<file path="src/hw/rtl/mbc_pkg.sv">
// ----------------------------------------------------------------------------
// Mandelbrot banded colour pixel - shared package
// Widths, register map, configuration bundle, controller states and the
// command and status words passed between controller and datapath.
// ----------------------------------------------------------------------------
package mbc_pkg;

  // Field and format widths
  localparam int PixBits      = 12;             // pixel column / row
  localparam int CoordBits    = 13;             // signed pixel offset
  localparam int FracBits     = 28;             // fraction bits of Q4.FracBits
  localparam int StepBits     = 11;             // iteration index
  localparam int StepRegBits  = 31;             // x_step / y_step
  localparam int MaxStepsBits = 10;             // iteration limit register
  localparam int ColBits      = 8;              // colour channel

  // Configuration port
  localparam int CfgIdxBits   = 3;
  localparam int CfgDataBits  = 31;

  // Register reset values
  localparam logic [StepRegBits-1:0]  XStepRst    = StepRegBits'(524288);
  localparam logic [StepRegBits-1:0]  YStepRst    = StepRegBits'(524288);
  localparam logic [MaxStepsBits-1:0] MaxStepsRst = MaxStepsBits'(100);

  // Register index map
  typedef enum logic [CfgIdxBits-1:0] {
    REG_X_STEP,
    REG_Y_STEP,
    REG_SHIFT_X,
    REG_SHIFT_Y,
    REG_MAX_STEPS
  } mbc_reg_e;

  // Current register contents
  typedef struct packed {
    logic        [StepRegBits-1:0]  x_step;
    logic        [StepRegBits-1:0]  y_step;
    logic signed [CoordBits-1:0]    shift_x;
    logic signed [CoordBits-1:0]    shift_y;
    logic        [MaxStepsBits-1:0] iter_limit;
  } mbc_cfg_t;

  // Controller states
  typedef enum logic [2:0] {
    S_IDLE,
    S_LOAD,
    S_ITER,
    S_BAND,
    S_OUT
  } mbc_state_e;

  // Controller to datapath
  typedef struct packed {
    logic cap_pixel;   // latch the accepted pixel
    logic load_c;      // form c, clear the orbit
    logic iter;        // run one orbit step
    logic band;        // form band values in tenths
    logic load_out;    // fill the output register
  } mbc_cmd_t;

  // Datapath to controller
  typedef struct packed {
    logic iter_done;   // orbit escaped, settled or reached the limit this cycle
  } mbc_stat_t;

endpackage

</file>
<file path="src/hw/rtl/mbc_ctrl.sv">
// ----------------------------------------------------------------------------
// Mandelbrot banded colour pixel - controller
// Sequences accept, coordinate set-up, orbit steps and colouring, and owns
// the valid flag of the output register.
// ----------------------------------------------------------------------------
module mbc_ctrl (
  input  logic               clk_i,
  input  logic               rst_ni,
  input  logic               pix_valid_i,
  output logic               pix_ready_o,
  output logic               res_valid_o,
  input  logic               res_ready_i,
  input  mbc_pkg::mbc_stat_t stat_i,
  output mbc_pkg::mbc_cmd_t  cmd_o
);

  mbc_pkg::mbc_state_e state_q, state_d;
  logic                out_valid_q, out_valid_d;
  logic                out_free;

  assign res_valid_o = out_valid_q;
  assign out_free    = !out_valid_q || res_ready_i;

  // State and output flag registers
  always_ff @(posedge clk_i or negedge rst_ni) begin
    if (!rst_ni) begin
      state_q     <= mbc_pkg::S_IDLE;
      out_valid_q <= 1'b0;
    end else begin
      state_q     <= state_d;
      out_valid_q <= out_valid_d;
    end
  end

  // Next state and commands
  always_comb begin
    state_d     = state_q;
    cmd_o       = '0;
    pix_ready_o = 1'b0;
    case (state_q)
      mbc_pkg::S_IDLE: begin
        pix_ready_o = 1'b1;
        if (pix_valid_i) begin
          cmd_o.cap_pixel = 1'b1;
          state_d         = mbc_pkg::S_LOAD;
        end
      end
      mbc_pkg::S_LOAD: begin
        cmd_o.load_c = 1'b1;
        state_d      = mbc_pkg::S_ITER;
      end
      mbc_pkg::S_ITER: begin
        cmd_o.iter = 1'b1;
        if (stat_i.iter_done) begin
          state_d = mbc_pkg::S_BAND;
        end
      end
      mbc_pkg::S_BAND: begin
        cmd_o.band = 1'b1;
        state_d    = mbc_pkg::S_OUT;
      end
      mbc_pkg::S_OUT: begin
        if (out_free) begin
          cmd_o.load_out = 1'b1;
          state_d        = mbc_pkg::S_IDLE;
        end
      end
      default: begin
        state_d = mbc_pkg::S_IDLE;
      end
    endcase

    // Set on a new result, clear once the word is taken
    if (cmd_o.load_out) begin
      out_valid_d = 1'b1;
    end else if (res_ready_i) begin
      out_valid_d = 1'b0;
    end else begin
      out_valid_d = out_valid_q;
    end
  end

  // Never overwrite a result that is still waiting
  assert property (@(posedge clk_i) disable iff (!rst_ni)
    cmd_o.load_out |-> (!out_valid_q || res_ready_i))
    else $error("output register overwritten while occupied");

  // An accepted pixel always moves on to coordinate set-up
  assert property (@(posedge clk_i) disable iff (!rst_ni)
    (pix_valid_i && pix_ready_o) |=> (state_q == mbc_pkg::S_LOAD))
    else $error("accepted pixel not followed by set-up");

  // A pending result leaves only through a handshake
  assert property (@(posedge clk_i) disable iff (!rst_ni)
    $fell(out_valid_q) |-> $past(res_ready_i))
    else $error("result dropped without handshake");

endmodule

</file>
<file path="config.mk">
export PLATFORM = sky130hd
export DESIGN_NAME = mbc_ctrl
export DESIGN_NICKNAME = d
export VERILOG_FILES = /design/src/hw/rtl/mbc_pkg.sv /design/src/hw/rtl/mbc_ctrl.sv
export SDC_FILE = /design/constraint.sdc
export NUM_CORES = 1
export LEC_CHECK = 0
export BUFFER_PORTS_ARGS = -buffer_cell sky130_fd_sc_hd__buf_2
export CAP_MARGIN = 20
export CORE_AREA = 2 2 39 41
export DETAILED_ROUTE_END_ITERATION = 10
export DIE_AREA = 0 0 41 43
export PLACE_DENSITY = 0.42
export SLEW_MARGIN = 15
export SYNTH_ARGS = -nofsm -noshare
export SYNTH_HDL_FRONTEND = slang
export SYNTH_SLANG_ARGS = --single-unit
</file>
<file path="constraint.sdc">
create_clock -name clk_i -period 1.75 [get_ports clk_i]
set_clock_uncertainty 0.2 [all_clocks]
set_input_delay 0 -clock clk_i [delete_from_list [all_inputs] [get_ports clk_i]]
set_output_delay 0 -clock clk_i [all_outputs]
set_load 0.005 [all_outputs]
</file>
==> results of run 1 <==
-- path summary, 6_finish.rpt --
kind / startpoint / end / slack [ns] / depth (start not counted)
max: state_q[1]$_DFFE_PN0P_ / state_q[0]$_DFFE_PN0P_ / 0.17 / 3
min: pix_valid_i / cmd_o[4] / 0.09 / 3
max reg2reg: state_q[1]$_DFFE_PN0P_ / state_q[0]$_DFFE_PN0P_ / 0.17 / 3
min reg2reg: res_valid_o$_DFFE_PN0P_ / res_valid_o$_DFFE_PN0P_ / 0.32 / 2
max in group asynchronous: rst_ni / state_q[0]$_DFFE_PN0P_ / 0.71 / 3
min in group asynchronous: rst_ni / res_valid_o$_DFFE_PN0P_ / 0.47 / 3
-- per-layer routing --
| layer | vias to the layer above | share of wire (%) | global-route usage (%) |
|---|---|---|---|
| met2 | 14 | 41 | 9.06 |
| met4 | 0 | 0 | 6.00 |
| met3 | 0 | 14 | 7.85 |
| met1 | 92 | 44 | 7.77 |
| li1 | 100 | - | - |
| met5 | - | 0 | 0 |
-- area by class of cell --
| class | instances | share of cell area (%) |
|---|---|---|
| multi-input combinational | 14 | 29.5 |
| sequential | 4 | 28.5 |
| tap | 16 | 5.69 |
| timing repair buffer | 16 | 29.9 |
| clock buffer | 3 | 6.41 |
-- cell usage after synthesis, drive strengths merged --
cell type	n	area [sq um]
and2	1	6.26
nor3	2	10.0
and3b	1	8.76
nor2	1	3.75
xnor2	1	8.76
nand2	1	3.75
buf	3	20.0
or3b	1	11.3
nand2b	1	6.26
mux2i	1	10.0
nor3b	2	15.0
dfrtp	4	100
nor2b	1	8.76
o21bai	1	11.3
-- flip-flops by register name, indices dropped and copies added, names as in the netlist --
register,count
state_q,3
res_valid_o,1
-- where the power goes --
part	internal, uW	leakage [uW]	switching, uW
Combinational	146	0.000119	84.8
Clock	76.6	0.0000138	36.2
Sequential	136	0.0000518	61.3
-- stage by stage --
step	std cells	hold slack [ns]	total power (uW)	area [sq um]
2_1_floorplan	21	-0.496	348	224
3_3_place_gp	45	-0.392	412	279
3_5_place_dp	45	-0.389	420	279
4_1_cts	53	0.0902	557	352
5_1_grt	53	0.128	602	352
6_report	53	0.0887	541	352
-- worst max-delay path, cell delays in order, from the launching register on --
cell and delay [ns]:
dfrtp_1 0.45, mux2i_1 0.21, dlygate4sd3_1 0.56, nor3_1 0.04
-- kinds of logic (layout without fill, tap and decap cells) --
group	Yosys count	count (layout)
AND/OR/NAND/NOR	11	11
buffers and inverters	3	19
flip-flops	4	4
multiplexers	1	1
AO/OA/AOI/OAI	1	1
XOR/XNOR	1	1
==> metrics.txt, run 1 <==
Final Setup Violations=0; largest family of logic cells by synthesized area=simple AND/OR/NAND/NOR gates; register area share after synthesis=44.7%; Die W=41 um; mapped cell area=224 sq um; H-tree depth=1; ANT cells=0; GP Congestion=0.642; Longest Clk Path Bufs=2; CP arrival=1.49 ns; vias in the first global route=200; Slew Limit Headroom=85.3%; setup ws final=0.171 ns; Vias=206; largest net degree at the start of global routing=8; post-synthesis simple-gate area fraction=33.0%; Worst Path Max Fanout=7; Crit path required time=1.66 ns; Die ar.=1760 sq um; global route total overflow=0; Clock Tree Root=clkbuf_4; fmax=633 MHz; post-synthesis adder-cell area fraction=0%; Lkg Pwr=0.000184 uW; final wirelength=472 um; layout filler cell count=150; final core utilization=25.4%; routed vias/inst=3.89; Pre-antenna DRT Iters=2; Critical Path Source Type=register; hold-fix buffers at CTS=5; IO Count=12; xor-xnor portion of the synthesized cell area=3.91%; starting DRC count in detailed routing=2; distinct cell type count after synthesis=15; Die Ht=43 um; syn_area_per_cell=10.7 sq um; HPWL after DPL=347 um; Max IR drop VDD=0.529 mV; Pwr per Cell Area=1540 nW/um^2; CTS tree=yes; RSZ-0062 raised after global routing=no; most frequent cells in the layout=buf_2 (11), dlygate4sd3_1 (5), dfrtp_1 (4); post-place setup slack=0.451 ns; total core area=1380 sq um; Area Growth Syn to Fin=57.0%; clk sinks=4; routed length per instance=8.91 um; initial antenna violation count=0; Compound-Gate Fraction of Synth Area=5.03%; Final Critical Period=1.58 ns; max-slew violation count=0; Residual DRC=0; synthesized net count=26; GRT Util Overall=7.75%; max_cap viols=0; first-pass GRT wire length=800 um; I/O Buffers=11; Worst-path clk slew=0.03 ns; Hold Crit Class=in2out; Final #Nets=44; Cells after Synth=21; Final Hold Vio Count=0; Rows=14; layout cells sized above 1=45.9%; register area=100 sq um; CP Class=reg2reg; Setup crit end kind=register; post-route ant nets=0; area of the multi-input gates=104 sq um; most common cell after layout, fill and taps aside=buf_2; setup bufs post-CTS=0; clk_lat worst skew=0.23 ns; worst slew pin tran=0.220 ns; CTS buffer count=3; synth warn=0; Initial Utilization=16.2%; status=complete, no violations; multiplexer area fraction after synthesis=4.47%; register bit total from synthesis=4; Setup TNS=0 ns; # resized after CTS=0; fin crit share=90.2%
Power figures use the tool's default switching activity.
==> run 2: changes to the inputs <==
GPL_TIMING_DRIVEN = 0   (was not set)
RECOVER_POWER = 25   (was not set)
==> metrics.txt, run 2 (synthesized netlist as in run 1, its figures left out) <==
status=complete, no violations; post-route ant nets=0 (unchanged); IO Count=12 (unchanged); r2r setup slk=0.14 ns (-0.03 ns); Vias=209 (+1.5%); final core utilization=26.8% (+1.4 points); Final Setup Violations=0 (unchanged); Final Hold Vio Count=0 (unchanged); Area Growth Syn to Fin=65.4%; Crit. Startpoint=state_q[1]$_DFFE_PN0P_; Flop pwr share=31.2% (-5.2 points); Die W=41 um (unchanged); hold path depth=3 (unchanged); routed vias/inst=3.73 (-4.0%); global route total overflow=0 (unchanged); max_cap viols=0 (unchanged); clk_lat worst skew=0.23 ns (about the same); Max IR drop VDD=0.619 mV (+17%); Clk network pwr share=19.3% (-1.6 points); Pre-antenna DRT Iters=2 (unchanged); first-pass GRT wire length=814 um (+1.8%); CTS tree=yes; most frequent cells in the layout=buf_2 (11), dlygate4sd3_1 (5), dfrtp_1 (4); RSZ-0062 raised after global routing=no; P_sw=191 uW (+4.6%); I/O Buffers=11 (unchanged); Sw Share=33.4% (-0.26 points); GP Congestion=0.595 (-7.4%); Initial Utilization=16.2% (unchanged); Longest Clk Path Bufs=2 (unchanged); reg2reg path depth=4 (+1); most common cell after layout, fill and taps aside=buf_2; layout cells sized above 1=47.5% (+1.6 points); HPWL after DPL=343 um (-0.98%); crit path to=cmd_o[0]; ANT cells=0 (unchanged); fin crit share=93.5% (+3.3 points); Final Critical Period=1.64 ns (+0.0570 ns); Setup TNS=0 ns (unchanged); Residual DRC=0 (unchanged); setup bufs post-CTS=0 (unchanged); max reg flops=3 (unchanged); max-slew violation count=0 (unchanged); initial antenna violation count=0 (unchanged); routed length per instance=9.09 um (+2.1%); largest net degree at the start of global routing=8 (unchanged); r2r endpoint=state_q[0]$_DFFE_PN0P_; Critical Path Source Type=register; CTS buffer count=3 (unchanged); fmax=611 MHz (-3.5%); Rows=14 (unchanged); Setup crit end kind=output port; H-tree depth=1 (unchanged); final wirelength=509 um (+7.8%); clk sinks=4 (unchanged); Most flops, register=state_q; CP Class=reg2out; Die ar.=1760 sq um (unchanged); total core area=1380 sq um (unchanged); worst reg2reg path startpoint=state_q[1]$_DFFE_PN0P_; Clock Tree Root=clkbuf_4; Gate power share=49.5% (+6.8 points); GRT Util Overall=7.57% (-0.18 points); Lkg Pwr=0.000195 uW (+5.9%); Crit path required time=1.55 ns (-0.11 ns); internal power=379 uW (+5.8%); worst slew pin tran=0.208 ns (-0.0116 ns); CP arrival=1.44 ns (-0.05 ns); Die Ht=43 um (unchanged); starting DRC count in detailed routing=2 (unchanged); Worst-path clk slew=0.04 ns (about the same); Worst Path Max Fanout=7 (unchanged); # resized after CTS=0 (unchanged); Slew Limit Headroom=86.0% (+0.67 points); Pwr per Cell Area=1540 nW/um^2 (about the same); vias in the first global route=197 (-1.5%); Final #Nets=47 (+6.8%); Hold Crit Class=in2out
==> run 2: cell count changes in the layout (fill, tap and decap cells not counted), sizes merged <==
cell    before  now
buf         11   13
clkbuf       3    4
==> run 2: critical path: stages (launching register included) <==
cell	delay, ns
dfrtp_1	0.34
buf_2	0.16
or3b_4	0.40
nor2b_2	0.11
buf_4	0.10
buf_2	0.09
==> run 2: power by group through the flow <==
stage / Combinational [uW] / Sequential (uW) / Clock (uW)
5_1_grt: 319 / 188 / 123
3_5_place_dp: 269 / 179 / 0
2_1_floorplan: 177 / 171 / 0
3_3_place_gp: 264 / 176 / 0
6_report: 282 / 178 / 110
4_1_cts: 288 / 178 / 117
==> run 2: timing repair <==
item,CTS,global route
endpoints found under the hold margin,7,0
hold buffers,5,0
setup endpoints to repair,0,0
==> run 2: final cells by class <==
| cell class | instances | area, sq um |
|---|---|---|
| Buffer | 3 | 20.0 |
| Clock buffer | 3 | 22.5 |
| Fill cell | 158 | 1010 |
| Multi-Input combinational cell | 14 | 104 |
| Sequential cell | 4 | 100 |
| Tap cell | 16 | 20.0 |
| Timing Repair Buffer | 16 | 104 |
==> run 2: worst min path at each step <==
stage	from	endpoint
2_1_floorplan	rst_ni	res_valid_o$_DFFE_PN0P_
3_3_place_gp	rst_ni	res_valid_o$_DFFE_PN0P_
3_5_place_dp	rst_ni	res_valid_o$_DFFE_PN0P_
4_1_cts	pix_valid_i	cmd_o[4]
5_1_grt	pix_valid_i	cmd_o[4]
6_report	pix_valid_i	cmd_o[4]
==> run 2: metal layers <==
layer | track usage, % | share of wire [%] | vias up
met1 | 8.50 | 42 | 87
met2 | 9.69 | 45 | 14
met3 | 7.85 | 13 | 0
li1 | - | - | 108
met5 | 0 | 0 | -
met4 | 2.00 | 0 | 0
==> run 2: stage by stage <==
step	total power, uW	instances	setup WS, ns	hold slack (ns)	area [sq um]
2_1_floorplan	348	21	0.479	-0.496	224
3_3_place_gp	440	48	0.366	-0.393	299
3_5_place_dp	449	48	0.353	-0.391	299
4_1_cts	584	56	0.0965	0.0975	372
5_1_grt	631	56	0.0406	0.105	370
6_report	570	56	0.114	0.0964	370
