## src/hw/rtl/mbc_pkg.sv

```systemverilog
// ----------------------------------------------------------------------------
// Mandelbrot banded colour pixel - shared package
// Widths, register map, configuration bundle, controller states and the
// command and status words passed between controller and datapath.
// ----------------------------------------------------------------------------
package mbc_pkg;

  // Field and format widths
  localparam int PixBits      = 12;             // pixel column / row
  localparam int CoordBits    = 13;             // signed pixel offset
  localparam int FracBits     = 28;             // fraction bits of Q4.FracBits
  localparam int StepBits     = 11;             // iteration index
  localparam int StepRegBits  = 31;             // x_step / y_step
  localparam int MaxStepsBits = 10;             // iteration limit register
  localparam int ColBits      = 8;              // colour channel

  // Configuration port
  localparam int CfgIdxBits   = 3;
  localparam int CfgDataBits  = 31;

  // Register reset values
  localparam logic [StepRegBits-1:0]  XStepRst    = StepRegBits'(524288);
  localparam logic [StepRegBits-1:0]  YStepRst    = StepRegBits'(524288);
  localparam logic [MaxStepsBits-1:0] MaxStepsRst = MaxStepsBits'(100);

  // Register index map
  typedef enum logic [CfgIdxBits-1:0] {
    REG_X_STEP,
    REG_Y_STEP,
    REG_SHIFT_X,
    REG_SHIFT_Y,
    REG_MAX_STEPS
  } mbc_reg_e;

  // Current register contents
  typedef struct packed {
    logic        [StepRegBits-1:0]  x_step;
    logic        [StepRegBits-1:0]  y_step;
    logic signed [CoordBits-1:0]    shift_x;
    logic signed [CoordBits-1:0]    shift_y;
    logic        [MaxStepsBits-1:0] iter_limit;
  } mbc_cfg_t;

  // Controller states
  typedef enum logic [2:0] {
    S_IDLE,
    S_LOAD,
    S_ITER,
    S_BAND,
    S_OUT
  } mbc_state_e;

  // Controller to datapath
  typedef struct packed {
    logic cap_pixel;   // latch the accepted pixel
    logic load_c;      // form c, clear the orbit
    logic iter;        // run one orbit step
    logic band;        // form band values in tenths
    logic load_out;    // fill the output register
  } mbc_cmd_t;

  // Datapath to controller
  typedef struct packed {
    logic iter_done;   // orbit escaped, settled or reached the limit this cycle
  } mbc_stat_t;

endpackage

```

## src/hw/rtl/mbc_intf.sv

```systemverilog


// Configuration write channel
interface mbc_cfg_if;
  logic                            valid;
  logic                            ready;
  logic [mbc_pkg::CfgIdxBits-1:0]  index;
  logic [mbc_pkg::CfgDataBits-1:0] data;

  modport source (output valid, output index, output data, input ready);
  modport sink   (input valid, input index, input data, output ready);
endinterface

```

## src/hw/rtl/mbc_cfg.sv

```systemverilog
// ----------------------------------------------------------------------------
// Mandelbrot banded colour pixel - configuration registers
// Holds the step sizes, pixel offsets and iteration limit; every write
// word is taken at once.
// ----------------------------------------------------------------------------
module mbc_cfg (
  input  logic              clk_i,
  input  logic              rst_ni,
  mbc_cfg_if.sink           cfg_i,
  output mbc_pkg::mbc_cfg_t regs_o
);

  mbc_pkg::mbc_cfg_t regs_q;

  assign cfg_i.ready = 1'b1;
  assign regs_o      = regs_q;

  // Write the addressed register, drop writes beyond the map
  always_ff @(posedge clk_i or negedge rst_ni) begin
    if (!rst_ni) begin
      regs_q.x_step     <= mbc_pkg::XStepRst;
      regs_q.y_step     <= mbc_pkg::YStepRst;
      regs_q.shift_x    <= '0;
      regs_q.shift_y    <= '0;
      regs_q.iter_limit <= mbc_pkg::MaxStepsRst;
    end else if (cfg_i.valid) begin
      case (mbc_pkg::mbc_reg_e'(cfg_i.index))
        mbc_pkg::REG_X_STEP: begin
          regs_q.x_step <= cfg_i.data[mbc_pkg::StepRegBits-1:0];
        end
        mbc_pkg::REG_Y_STEP: begin
          regs_q.y_step <= cfg_i.data[mbc_pkg::StepRegBits-1:0];
        end
        mbc_pkg::REG_SHIFT_X: begin
          regs_q.shift_x <= $signed(cfg_i.data[mbc_pkg::CoordBits-1:0]);
        end
        mbc_pkg::REG_SHIFT_Y: begin
          regs_q.shift_y <= $signed(cfg_i.data[mbc_pkg::CoordBits-1:0]);
        end
        mbc_pkg::REG_MAX_STEPS: begin
          regs_q.iter_limit <= cfg_i.data[mbc_pkg::MaxStepsBits-1:0];
        end
        default: begin
        end
      endcase
    end
  end

endmodule

```

## src/flat_wrapper.sv

```systemverilog
// flat-port wrapper written by rule: the top's interface ports become plain ports
module mbc_cfg_flat 
  (clk_i, rst_ni, regs_o, cfg_i_valid, cfg_i_index, cfg_i_data, cfg_i_ready);
  mbc_cfg_if cfg_i_i ();
  input  logic clk_i;
  input  logic rst_ni;
  output mbc_pkg::mbc_cfg_t regs_o;
  input wire logic [$bits(cfg_i_i.valid)-1:0] cfg_i_valid;
  input wire logic [$bits(cfg_i_i.index)-1:0] cfg_i_index;
  input wire logic [$bits(cfg_i_i.data)-1:0] cfg_i_data;
  output wire logic [$bits(cfg_i_i.ready)-1:0] cfg_i_ready;
  assign cfg_i_i.valid = cfg_i_valid;
  assign cfg_i_i.index = cfg_i_index;
  assign cfg_i_i.data = cfg_i_data;
  assign cfg_i_ready = cfg_i_i.ready;
  mbc_cfg u_core (.clk_i(clk_i), .rst_ni(rst_ni), .cfg_i(cfg_i_i), .regs_o(regs_o));
endmodule
```

## config.mk

```make
export PLATFORM = sky130hd
export DESIGN_NAME = mbc_cfg_flat
export DESIGN_NICKNAME = d
export VERILOG_FILES = /design/src/hw/rtl/mbc_pkg.sv /design/src/hw/rtl/mbc_intf.sv /design/src/hw/rtl/mbc_cfg.sv /design/src/flat_wrapper.sv
export SDC_FILE = /design/constraint.sdc
export NUM_CORES = 1
export LEC_CHECK = 0
export ABC_AREA = 1
export BUFFER_PORTS_ARGS = -buffer_cell sky130_fd_sc_hd__buf_4
export CAP_MARGIN = 20
export CORE_UTILIZATION = 45
export CTS_CLUSTER_SIZE = 12
export DETAILED_ROUTE_END_ITERATION = 6
export GPL_ROUTABILITY_DRIVEN = 1
export PLACE_DENSITY = 0.75
export SLEW_MARGIN = 20
export SYNTH_ARGS = -nofsm -noshare
export SYNTH_HDL_FRONTEND = slang
export SYNTH_SLANG_ARGS = --single-unit
```

## constraint.sdc

```tcl
create_clock -name clk_i -period 0.8 [get_ports clk_i]
set_input_delay 0.16 -clock clk_i [delete_from_list [all_inputs] [get_ports clk_i]]
set_output_delay 0.16 -clock clk_i [all_outputs]
set_load 0.01 [all_outputs]
```

==> results.sh, run 1 <==
export IMPL_seq_area_frac_synth_pct=62.6
export IMPL_critPathMaxFanout=2
export IMPL_post_route_util_pct=74.9
export IMPL_synth_seq_cells=98
export IMPL_path_delay_family="flip-flops"
export IMPL_detailed_place_area_sq_mm=0.00521
export IMPL_coreArea_sq_mm=0.00834
export IMPL_critPathMaxStageDelay_ps=570
export IMPL_gp_congestion=0.858
export IMPL_power_uw=14900
export IMPL_fin_cells=752
export IMPL_drc=0
export IMPL_cts_inserted_buffers=9
export IMPL_crit_type="reg2out"
export IMPL_max_freq_ghz=0.838
export IMPL_ir_worst_vdd_uv=1310
export IMPL_drtIter0Drc=218
export IMPL_reg2reg_depth=4
export IMPL_regArea_sq_mm=0.00246
export IMPL_port_buffers=134
export IMPL_crit_arrival_ps=1030
export IMPL_violations="setup timing"
export IMPL_clock_latency_ps=360
export IMPL_cts_max_level=3
export IMPL_fin_ws_ps=-394
export IMPL_r2r_end="u_core.regs_o[89]"
export IMPL_setup_violations=108
export IMPL_start_util_pct=47.1
export IMPL_routed_wl_mm=12.1
export IMPL_worstReg2RegStart="u_core.regs_o[89]"
export IMPL_cts_root_buf="clkbuf_8"
export IMPL_overflow=0
export IMPL_syn_nets=476
export IMPL_syn_area_sq_mm=0.00393
export IMPL_yosysWarnings=0
export IMPL_syn_area_per_cell_sq_um=8.95
export IMPL_die_w_microns=95.5
export IMPL_min_period_ps=1190
export IMPL_hold_viol=0
export IMPL_dieArea_sq_mm=0.00911
export IMPL_hold_class="in2reg"
export IMPL_ys_types=13
export IMPL_fin_nets=679
export IMPL_clk_path_buf_depth=2
export IMPL_dr_pass1_iters=4
export IMPL_grt_pass1_vias=3619
export IMPL_rsz0062_at_grt="yes"
export IMPL_min_to="u_core.regs_o[86]"
export IMPL_drv_cap=0
export IMPL_antenna_found_initial=0
export IMPL_hold_depth=3
export IMPL_cpMaxStageDelayCell="dfstp_2"
export IMPL_largest_reg_flops=98
export IMPL_slew_viol_final=0
export IMPL_drive_gt1_share_pct=38.9
export IMPL_p_leak_uw=0.00343
export IMPL_std_cell_rows=33
export IMPL_start_kind="register"
export IMPL_path_buf_inv=1
export IMPL_cts_sinks=98
export IMPL_vias_per_cell=5.16
export IMPL_clk_pin_slew_ps=100
export IMPL_synthCells=439
export IMPL_crit_required_ps=640
export IMPL_critPathCaptureType="output pin"
export IMPL_grt_max_degree=35
export IMPL_n_fill_cell=580
export IMPL_status="finished with violations"
export IMPL_diodes=0
export IMPL_route_vias_total=3882
export IMPL_worst_clock_skew_ps=0
export IMPL_crit_chain="buf_6"
export IMPL_global_route_usage_total_pct=26.4
export IMPL_grt_pass1_wl_mm=17.9
export IMPL_period_share_pct=149
export IMPL_stdcell_area_sq_mm=0.00625
export IMPL_multiInputGateArea_sq_mm=0.00130
export IMPL_r2r_slack_ps=-90
export IMPL_wl_per_cell_microns=16.1
export IMPL_fp_dieH_microns=95.5
export IMPL_area_delta_synth_final_pct=59.0
export IMPL_cellPowerDensity_mw_per_mm2=2390
export IMPL_top_level_ports=136
export IMPL_cts_tree="built"
export IMPL_hold_start="cfg_i_data[19]"
export IMPL_postRouteAntennaNets=0
export IMPL_dp_cells=678
export IMPL_dp_hpwl_mm=7.52
where the power goes:
| part | internal (uW) | switching [uW] |
|---|---|---|
| clock network | 1610 | 1700 |
| logic | 2930 | 2000 |
| registers | 5920 | 746 |
logic make-up after synthesis:
group	synth area share [%]
buffers and inverters	4.87
flip-flops	62.6
other	0.0954
AND/OR/NAND/NOR	32.5
cells in the mapped netlist (all sizes together):
cell type / number / share of area, %
conb: 1 / 0.095
nor2: 5 / 0.92
buf: 26 / 4.2
inv: 6 / 0.57
nand2: 217 / 21
clkbuf: 1 / 0.095
nand3: 85 / 11
dfrtp: 93 / 59
dfstp: 5 / 3.3
how the worst max path moves through the flow:
stage | startpoint | end | depth (start not counted) | slack, ps
finish | u_core.regs_o[5] | regs_o[5] | 1 | -390
global route | u_core.regs_o[5] | regs_o[5] | 1 | -420
CTS | u_core.regs_o[6] | regs_o[6] | 1 | -390
detailed placement | cfg_i_index[2] | u_core.regs_o[52] | 5 | -280
global placement | cfg_i_index[2] | u_core.regs_o[96] | 5 | -250
floorplan | cfg_i_valid | u_core.regs_o[36] | 6 | -10
repair_timing:
action	CTS	global route
buffers inserted	28	29
endpoints found under the hold margin	94	0
setup endpoints to repair	98	100
hold buffers	1	0
gates resized for setup	98	10
routing by layer:
metal	wire length, microns	global-route usage, %	part of all wire [%]	vias to the layer above
met2	5910	42.6	49	202
met5	0	0	0	-
met4	298	7.34	2.5	0
met3	1160	7.42	9.5	30
met1	4780	34.8	39	1860
li1	-	-	-	1790
placed cells by master (no fill, tap or decap):
master and instances:
nand3_1 85, nor2_4 2, inv_1 3, buf_4 108, buf_12 8, bufinv_16 1, nand2_1 211, conb_1 1
clkinv_2 1, dfstp_2 5, clkbuf_8 11, inv_2 3, nand2_2 6, dfrtp_1 93, clkinvlp_4 2, nor2_2 3
clkbuf_1 1, buf_6 102, dlygate4sd3_1 1
area by class of cell:
| cell class | count | share of cell area, % |
|---|---|---|
| inverters | 6 | 0.361 |
| repair buffers | 219 | 34.1 |
| clock inverters | 4 | 0.801 |
| multi-input cells | 308 | 20.8 |
| flip-flops and latches | 98 | 39.4 |
| clock buffers | 12 | 2.48 |
| well taps | 105 | 2.10 |
stage by stage:
stage | hold WS (ps) | TNS [ps] | setup WS [ps]
after floorplan | -136 | -444 | -14.9
after global placement | 54.9 | -21340 | -255
after detailed placement | 55.8 | -23250 | -283
after CTS | 28.2 | -25490 | -395
after global routing | 35.8 | -29090 | -424
final | 35.2 | -25530 | -394
(Power assumes the default switching activity.)
==> inputs of run 2 (changes only) <==
--- a/config.mk
+++ b/config.mk
@@ -6,7 +6,7 @@
 export NUM_CORES = 1
 export LEC_CHECK = 0
 export ABC_AREA = 1
-export BUFFER_PORTS_ARGS = -buffer_cell sky130_fd_sc_hd__buf_4
+export BUFFER_PORTS_ARGS = -buffer_cell sky130_fd_sc_hd__buf_2
 export CAP_MARGIN = 20
 export CORE_UTILIZATION = 45
 export CTS_CLUSTER_SIZE = 12
==> run 2 against run 1 <==
The flow still finishes with violations (setup timing); utilization fell by 8.0 points; power fell by 5.9%; first-iteration DRC count fell by 12%; global-route usage fell by 1.7 points; hold slack improved by 5.7 ps.
==> results.sh, run 2 (synthesized netlist as in run 1, its figures left out) <==
export IMPL_status="finished with violations"
export IMPL_violations="setup timing"
export IMPL_std_cell_rows=33
export IMPL_gp_congestion=0.850
export IMPL_cellPowerDensity_mw_per_mm2=2510
export IMPL_crit_arrival_ps=1030
export IMPL_dp_hpwl_mm=7.20
export IMPL_critPathMaxStageDelay_ps=570
export IMPL_worst_clock_skew_ps=0
export IMPL_wl_per_cell_microns=14.8
export IMPL_crit_required_ps=640
export IMPL_crit_type="reg2out"
export IMPL_dieArea_sq_mm=0.00911
export IMPL_cpMaxStageDelayCell="dfstp_2"
export IMPL_setup_violations=107
export IMPL_area_delta_synth_final_pct=42.1
export IMPL_grt_max_degree=50
export IMPL_drc=0
export IMPL_period_share_pct=149
export IMPL_top_level_ports=136
export IMPL_hold_viol=0
export IMPL_rsz0062_at_grt="yes"
export IMPL_global_route_usage_total_pct=24.6
export IMPL_layout_commonest_cell="nand2_1"
export IMPL_ir_worst_vdd_uv=1220
export IMPL_clk_pin_slew_ps=100
export IMPL_setup_tns_ps=-25500
export IMPL_crit_chain="buf_6"
export IMPL_diodes=0
export IMPL_p_leak_uw=0.00321
export IMPL_antenna_found_initial=0
export IMPL_largest_reg_flops=98
export IMPL_min_period_ps=1190
export IMPL_fin_ws_ps=-394
export IMPL_drv_cap=0
export IMPL_path_buf_inv=1
export IMPL_die_w_microns=95.5
export IMPL_fp_dieH_microns=95.5
export IMPL_n_fill_cell=679
export IMPL_critPathCaptureType="output pin"
export IMPL_layout_common_cells="nand2_1, buf_2, dfrtp_1"
export IMPL_start_util_pct=47.1
export IMPL_path_delay_family="flip-flops"
export IMPL_critPathMaxFanout=2
export IMPL_routed_wl_mm=10.9
export IMPL_post_route_util_pct=66.9
export IMPL_coreArea_sq_mm=0.00834
export IMPL_route_vias_total=3675
export IMPL_start_kind="register"
export IMPL_grt_pass1_wl_mm=16.7
export IMPL_postRouteAntennaNets=0
export IMPL_cts_inserted_buffers=9
export IMPL_drtIter0Drc=192
export IMPL_port_buffers=134
export IMPL_drive_gt1_share_pct=36.8
export IMPL_clk_path_buf_depth=2
export IMPL_power_uw=14000
export IMPL_cts_tree="built"
export IMPL_vias_per_cell=5.00
export IMPL_slew_viol_final=0
export IMPL_place_ws_ps=-287
export IMPL_dr_pass1_iters=4
export IMPL_cts_max_level=3
export IMPL_clock_latency_ps=360
export IMPL_overflow=0
export IMPL_fin_nets=662
export IMPL_cts_root_buf="clkbuf_8"
export IMPL_max_freq_ghz=0.837
export IMPL_hold_class="in2reg"
export IMPL_cts_sinks=98
export IMPL_grt_pass1_vias=3369
[run 2: cell types whose count changed in the layout (fill, tap and decap cells not counted), sizes merged]
| cell | before | now |
|---|---|---|
| clkinvlp | 2 | 0 |
| bufinv | 1 | 3 |
| dlygate4sd3 | 1 | 2 |
| clkbuf | 12 | 11 |
| clkinv | 1 | 2 |
| buf | 218 | 200 |
[run 2: cell type report]
type	count	area, sq um	share of cell area, %
flip-flops and latches	98	2460	44.0
repair buffers	202	1440	25.8
multi-input cells	308	1300	23.2
clock buffers	11	131	2.35
well taps	105	131	2.35
clock inverters	5	104	1.86
inverters	6	22.5	0.403
[run 2: through the flow]
step,cell area (sq um),hold slack (ps),std cells
floorplan,3940,-136,439
global placement,4840,52.5,674
detailed placement,4840,55.7,674
CTS,5340,23.2,716
global route,5580,37.0,735
finish,5580,40.9,735
[run 2: layer usage]
metal | vias to the layer above | track usage (%) | share of wire, %
met4 | 0 | 9.95 | 1.6
li1 | 1755 | - | -
met2 | 158 | 39.2 | 47
met3 | 14 | 4.70 | 7.7
met1 | 1748 | 33.2 | 44
met5 | - | 0 | 0
[run 2: worst paths after layout]
path,endpoint,slack (ps),from,cells after the start
min in group asynchronous,u_core.regs_o[83],210,rst_ni,2
max,regs_o[6],-390,u_core.regs_o[6],1
max in group asynchronous,u_core.regs_o[29],100,rst_ni,3
max reg2reg,u_core.regs_o[87],-40,u_core.regs_o[87],4
min,u_core.regs_o[92],40,cfg_i_data[25],3
min reg2reg,u_core.regs_o[89],470,u_core.regs_o[89],2
[run 2: repair_timing]
action / CTS / global route
gates resized for setup: 11 / 20
endpoints found under the hold margin: 96 / 0
setup buffers: 24 / 19
hold buffers: 2 / 0
setup endpoints to repair: 98 / 99
gates cloned: 0 / 0
pin swaps: 0 / 1
[run 2: worst register-to-register path, delay by kind of cell (launching register included)]
family | cells | cell delay [ps]
AND/OR/NAND/NOR | 2 | 90
flip-flops | 1 | 400
buffers and inverters | 2 | 250
[run 2: power by group]
part | leakage [uW] | switching [uW] | internal, uW | total, uW
combinational | 0.00187 | 1850 | 1910 | 3760
clock | 0.000118 | 1700 | 2080 | 3780
sequential | 0.00122 | 576 | 5910 | 6490
total | 0.00321 | 4130 | 9900 | 14000
